File: src/hw/rtl/fld_pkg.sv
// shared types and codes for the framebuffer line draw block
`default_nettype none
package fld_pkg;

    localparam logic [1:0] ACT_SET   = 2'd0;
    localparam logic [1:0] ACT_GET   = 2'd1;
    localparam logic [1:0] ACT_CLEAR = 2'd2;
    localparam logic [1:0] ACT_LINE  = 2'd3;

    localparam logic REG_WIDTH  = 1'b0;
    localparam logic REG_HEIGHT = 1'b1;

    typedef enum logic [1:0] {
        SEL_N,
        SEL_X,
        SEL_Y
    } t_sel;

    typedef enum logic [4:0] {
        ST_IDLE,
        ST_SET,
        ST_GET,
        ST_CLEAR,
        ST_SETUP,
        ST_SQN_GO,
        ST_SQN_WAIT,
        ST_DIVX_GO,
        ST_DIVX_WAIT,
        ST_SQX_GO,
        ST_SQX_WAIT,
        ST_DIVY_GO,
        ST_DIVY_WAIT,
        ST_SQY_GO,
        ST_SQY_WAIT,
        ST_DRAW,
        ST_RESP
    } t_state;

    typedef struct packed {
        logic load;
        logic setup;
        logic sq_go;
        logic sq_cap;
        logic div_go;
        t_sel sel;
        logic line_step;
        logic clr_step;
        logic set_wr;
        logic get_rd;
    } t_cmd;

    typedef struct packed {
        logic       sq_busy;
        logic       div_busy;
        logic       s_zero;
        logic       line_last;
        logic       clr_last;
    } t_stat;

endpackage
`default_nettype wire

File: src/hw/rtl/fld_ctrl.sv
// command sequencer for the framebuffer line draw block
`default_nettype none
module fld_ctrl (
    input  wire logic          i_clk,
    input  wire logic          i_rst_n,
    input  wire logic          i_in_valid,
    input  wire logic [1:0]    i_action,
    output logic               o_in_ready,
    output logic               o_out_valid,
    input  wire logic          i_out_ready,
    input  wire fld_pkg::t_stat i_stat,
    output fld_pkg::t_cmd      o_cmd
);
    import fld_pkg::*;

    t_state r_state;
    t_state n_state;

    always_ff @(posedge i_clk) begin
        if (!i_rst_n) begin
            r_state <= ST_IDLE;
        end else begin
            r_state <= n_state;
        end
    end

    always_comb begin
        n_state = r_state;
        unique case (r_state)
            ST_IDLE: begin
                if (i_in_valid) begin
                    unique case (i_action)
                        ACT_SET:   n_state = ST_SET;
                        ACT_GET:   n_state = ST_GET;
                        ACT_CLEAR: n_state = ST_CLEAR;
                        default:   n_state = ST_SETUP;
                    endcase
                end
            end
            ST_SET:      n_state = ST_RESP;
            ST_GET:      n_state = ST_RESP;
            ST_CLEAR:    if (i_stat.clr_last) n_state = ST_RESP;
            ST_SETUP:    n_state = ST_SQN_GO;
            ST_SQN_GO:   n_state = ST_SQN_WAIT;
            ST_SQN_WAIT: begin
                if (!i_stat.sq_busy) begin
                    n_state = i_stat.s_zero ? ST_RESP : ST_DIVX_GO;
                end
            end
            ST_DIVX_GO:   n_state = ST_DIVX_WAIT;
            ST_DIVX_WAIT: if (!i_stat.div_busy) n_state = ST_SQX_GO;
            ST_SQX_GO:    n_state = ST_SQX_WAIT;
            ST_SQX_WAIT:  if (!i_stat.sq_busy) n_state = ST_DIVY_GO;
            ST_DIVY_GO:   n_state = ST_DIVY_WAIT;
            ST_DIVY_WAIT: if (!i_stat.div_busy) n_state = ST_SQY_GO;
            ST_SQY_GO:    n_state = ST_SQY_WAIT;
            ST_SQY_WAIT:  if (!i_stat.sq_busy) n_state = ST_DRAW;
            ST_DRAW:      if (i_stat.line_last) n_state = ST_RESP;
            ST_RESP:      if (i_out_ready) n_state = ST_IDLE;
            default:      n_state = ST_IDLE;
        endcase
    end

    always_comb begin
        o_cmd       = '0;
        o_cmd.sel   = SEL_N;
        o_in_ready  = 1'b0;
        o_out_valid = 1'b0;
        unique case (r_state)
            ST_IDLE: begin
                o_in_ready = 1'b1;
                o_cmd.load = i_in_valid;
            end
            ST_SET:   o_cmd.set_wr = 1'b1;
            ST_GET:   o_cmd.get_rd = 1'b1;
            ST_CLEAR: o_cmd.clr_step = 1'b1;
            ST_SETUP: o_cmd.setup = 1'b1;
            ST_SQN_GO: begin
                o_cmd.sq_go = 1'b1;
                o_cmd.sel   = SEL_N;
            end
            ST_SQN_WAIT: begin
                o_cmd.sq_cap = !i_stat.sq_busy;
                o_cmd.sel    = SEL_N;
            end
            ST_DIVX_GO: begin
                o_cmd.div_go = 1'b1;
                o_cmd.sel    = SEL_X;
            end
            ST_DIVX_WAIT: o_cmd.sel = SEL_X;
            ST_SQX_GO: begin
                o_cmd.sq_go = 1'b1;
                o_cmd.sel   = SEL_X;
            end
            ST_SQX_WAIT: begin
                o_cmd.sq_cap = !i_stat.sq_busy;
                o_cmd.sel    = SEL_X;
            end
            ST_DIVY_GO: begin
                o_cmd.div_go = 1'b1;
                o_cmd.sel    = SEL_Y;
            end
            ST_DIVY_WAIT: o_cmd.sel = SEL_Y;
            ST_SQY_GO: begin
                o_cmd.sq_go = 1'b1;
                o_cmd.sel   = SEL_Y;
            end
            ST_SQY_WAIT: begin
                o_cmd.sq_cap = !i_stat.sq_busy;
                o_cmd.sel    = SEL_Y;
            end
            ST_DRAW: o_cmd.line_step = 1'b1;
            ST_RESP: o_out_valid = 1'b1;
            default: o_cmd = '0;
        endcase
    end
endmodule
`default_nettype wire

File: config.mk
export PLATFORM = sky130hd
export DESIGN_NAME = fld_ctrl
export DESIGN_NICKNAME = d
export VERILOG_FILES = /design/src/hw/rtl/fld_pkg.sv /design/src/hw/rtl/fld_ctrl.sv
export SDC_FILE = /design/constraint.sdc
export NUM_CORES = 1
export LEC_CHECK = 0
export ABC_AREA = 1
export BUFFER_PORTS_ARGS = -buffer_cell sky130_fd_sc_hd__buf_4
export CAP_MARGIN = 20
export CORE_AREA = 2 2 39 41
export CTS_BUF_LIST = sky130_fd_sc_hd__clkbuf_16
export DETAILED_ROUTE_END_ITERATION = 8
export DIE_AREA = 0 0 41 43
export PLACE_DENSITY = 0.81
export RECOVER_POWER = 25
export SETUP_SLACK_MARGIN = 0.4
export SYNTH_ARGS = -nofsm -noshare
export SYNTH_HDL_FRONTEND = slang
export SYNTH_SLANG_ARGS = --single-unit
File: constraint.sdc
create_clock -name i_clk -period 3.7 [get_ports i_clk]
set_clock_uncertainty 0.15 [all_clocks]
set_input_delay 0.555 -clock i_clk [delete_from_list [all_inputs] [get_ports i_clk]]
set_output_delay 0.555 -clock i_clk [all_outputs]
set_load 0.1 [all_outputs]
==> results.md <==
- Die area: 0.00176 mm^2
- Mux share of post-synthesis cell area: 0%
- Final worst path period share: roughly two thirds
- Post-Syn Instances: roughly 100
- Sequential cell area: 100 um^2
- Share of layout cells above drive strength 1: 24.8%
- XOR/XNOR Fraction of Synth Area: 0%
- Post-CTS setup buffers: 0
- Layout area overhead: 39.6%
- F_max: 396 MHz
- Die width: 41 um
- Core Rows: 14
- WL/cell: 9.81 um
- Die span in y: 43 um
- Post-CTS Hold Buffers: 0
- Vias: 722
- Nets@finish: 144
- Largest family of logic cells by synthesized area: simple AND/OR/NAND/NOR gates
- Cell Chain, Critical Path: nor2_1 > inv_1 > nor4_2 > buf_4
- Number of max-cap violations: 0
- Placer Congestion: 0.797
- TritonCTS buffer count: 3
- Most frequent cells in the layout: nor2_1 (26), buf_4 (23), nand2_1 (20), inv_1 (19), nand3_1 (14)
- Final antenna-violating net count: 0
- Setup-failing EPs final: 0
- Synth unique cells: 18
- CTS sink count: 5
- Top Registers: r_state: 5 flops
- Sequential cell area fraction in the yosys report: 16.8%
- Number of global-route vias before repair: 581
- Pleak: roughly 0.52 nW
- Gr usage total: 17.4%
- Most common cell after layout, fill and taps aside: nor2_1
- Slew HR: 62.7%
- Largest cells by area after synthesis: dfxtp_1 (17%), nor2_1 (15%), nand2_1 (13%), nand3_1 (11%), inv_1 (11%)
- Worst setup path class: flop to primary output
- Fill cell count: 140
- Largest net degree at the start of global routing: 12
- Diode count: 0
- Post-Syn Area: 594 um^2
- Worst path required time: around 3.0 ns
- RSZ-0062 raised after global routing: false
- Largest fanout on the critical path: 8
- Tmin final: 2.52 ns
- Max Root-Sink Buffers: 2
- Synth Area in Adders: 6.32%
- Startpoint class of the critical path: flop
- Routed wire length: 1420 um
- Area of the multi-input gates: 387 um^2
- First-pass GRT wire length: 2190 um
- Compound-Gate Fraction of Synth Area: 4.00%
- Initial antenna violation count: 0
- Pwr/cell area: approximately 940 mW/mm^2
- Synth Register Bits: 5
- Worst-path clk slew: 0.03 ns
- Critical path's slowest cell: nor2_1
- Io pins: 24
- WP data arrival: 1.82 ns
- DRC errors left: 0
- Max VDD drop: between 0.4 and 0.5 mV
- Status: finished, final reports clean
- Share of the synthesized area in the top cell type: 16.8%
- Port-buffer cells: 23
- Worst stage delay on the critical path: approximately 0.47 ns
- CTS tree: done
- Cell type with the largest total area after synthesis: dfxtp_1
- Final-report max-slew violation count: 0
- Via/cell ratio: between 4 and 5
- Clock Latency Late Sink: 0.23 ns
- Slew @ Worst Pin: 0.557 ns
- # H-tree levels: 1
- HP Class: flop to flop
- Root Driver: clkbuf_16
- CP endpoint kind: primary output
- Most flops, register: r_state
- Post-Syn Area per Cell: 5.71 um^2
- Hold WS: 0.362 ns
- Largest register FFs: 5
- Ys Warns: 0
- Post-synth net total: roughly 120
- Drt initial violations: 25
- Synth Area in Simple Gates: 57.1%
- Overflow after GRT: 0
- Post-CTS Resized: 0
- Core area: about 0.0014 mm^2
- DR pass1 iterations: 4
- Initial Util: between 40% and 50%
- Post-Route Setup TNS: 0 ns
- Hold Violations, Final: 0
- Detailed Place HPWL: 1130 um
[final timing paths]
kind / slack (ns) / endpoint / startpoint / cells after the start
worst max-delay path: 1.18 / o_out_valid / r_state[3] / 4
worst min-delay path: 0.36 / r_state[2] / r_state[2] / 2
worst max register to register: 1.46 / r_state[0] / r_state[3] / 8
worst min register to register: 0.36 / r_state[2] / r_state[2] / 2
[critical path, delay by kind of cell (launching register included)]
family | cells | cell delay (ns)
buffers and inverters | 2 | 0.56
AND/OR/NAND/NOR | 2 | 0.66
flip-flops | 1 | 0.38
[stage by stage]
stage / std cells / worst slack [ns] / instance area, um^2 / util [%] / total power, mW
final: 145 / 1.18 / 830 / 59.9 / 0.784
after global routing: 145 / 1.06 / 830 / 59.9 / 0.831
after CTS: 145 / 1.48 / 850 / 61.4 / 0.800
after detailed placement: 141 / 1.72 / 771 / 55.7 / 0.622
after global placement: 141 / 1.73 / 771 / 55.7 / 0.616
after floorplan: 104 / 0.699 / 601 / - / 0.535
[layer usage]
metal	vias up	share of wire (%)	wire [um]	global-route usage, %
met2	43	46	651	27.8
met3	0	11	158	4.71
li1	377	-	-	-
met4	0	0	0	2.00
met1	302	43	612	23.2
met5	-	0	0	0
[synth_stat cells, drive strengths merged]
| cell | n |
|---|---|
| nor2 | 27 |
| nand2 | 20 |
| inv | 19 |
| nand3 | 16 |
| dfxtp | 5 |
| nand4 | 5 |
| ha | 3 |
| a21oi | 2 |
| buf | 2 |
| o21ai | 2 |
| nand3b | 1 |
| nor3 | 1 |
| nor4 | 1 |
[layout make-up]
type | instances | share of cell area [%]
multi-input combinational | 78 | 46.6
timing repair buffer | 23 | 20.8
sequential | 5 | 12.1
clock buffer | 3 | 9.05
inverter | 19 | 8.60
tap | 16 | 2.41
clock inverter | 1 | 0.452
[cells by family (layout without fill, tap and decap cells)]
family                     after synthesis  in the layout
AOI/OAI and AO/OA                        4              4
adders and majority gates                3              3
buffers and inverters                   21             46
DFF                                      5              5
and+or+nand+nor                         71             71
[where the power goes]
group / total, mW / internal [mW] / switching, mW / leakage, nW
Combinational: 0.514 / 0.116 / 0.398 / 0.436
Clock: 0.174 / 0.140 / 0.0338 / 0.0423
Sequential: 0.0959 / 0.0718 / 0.0241 / 0.0413
Power figures use the tool's default switching activity.
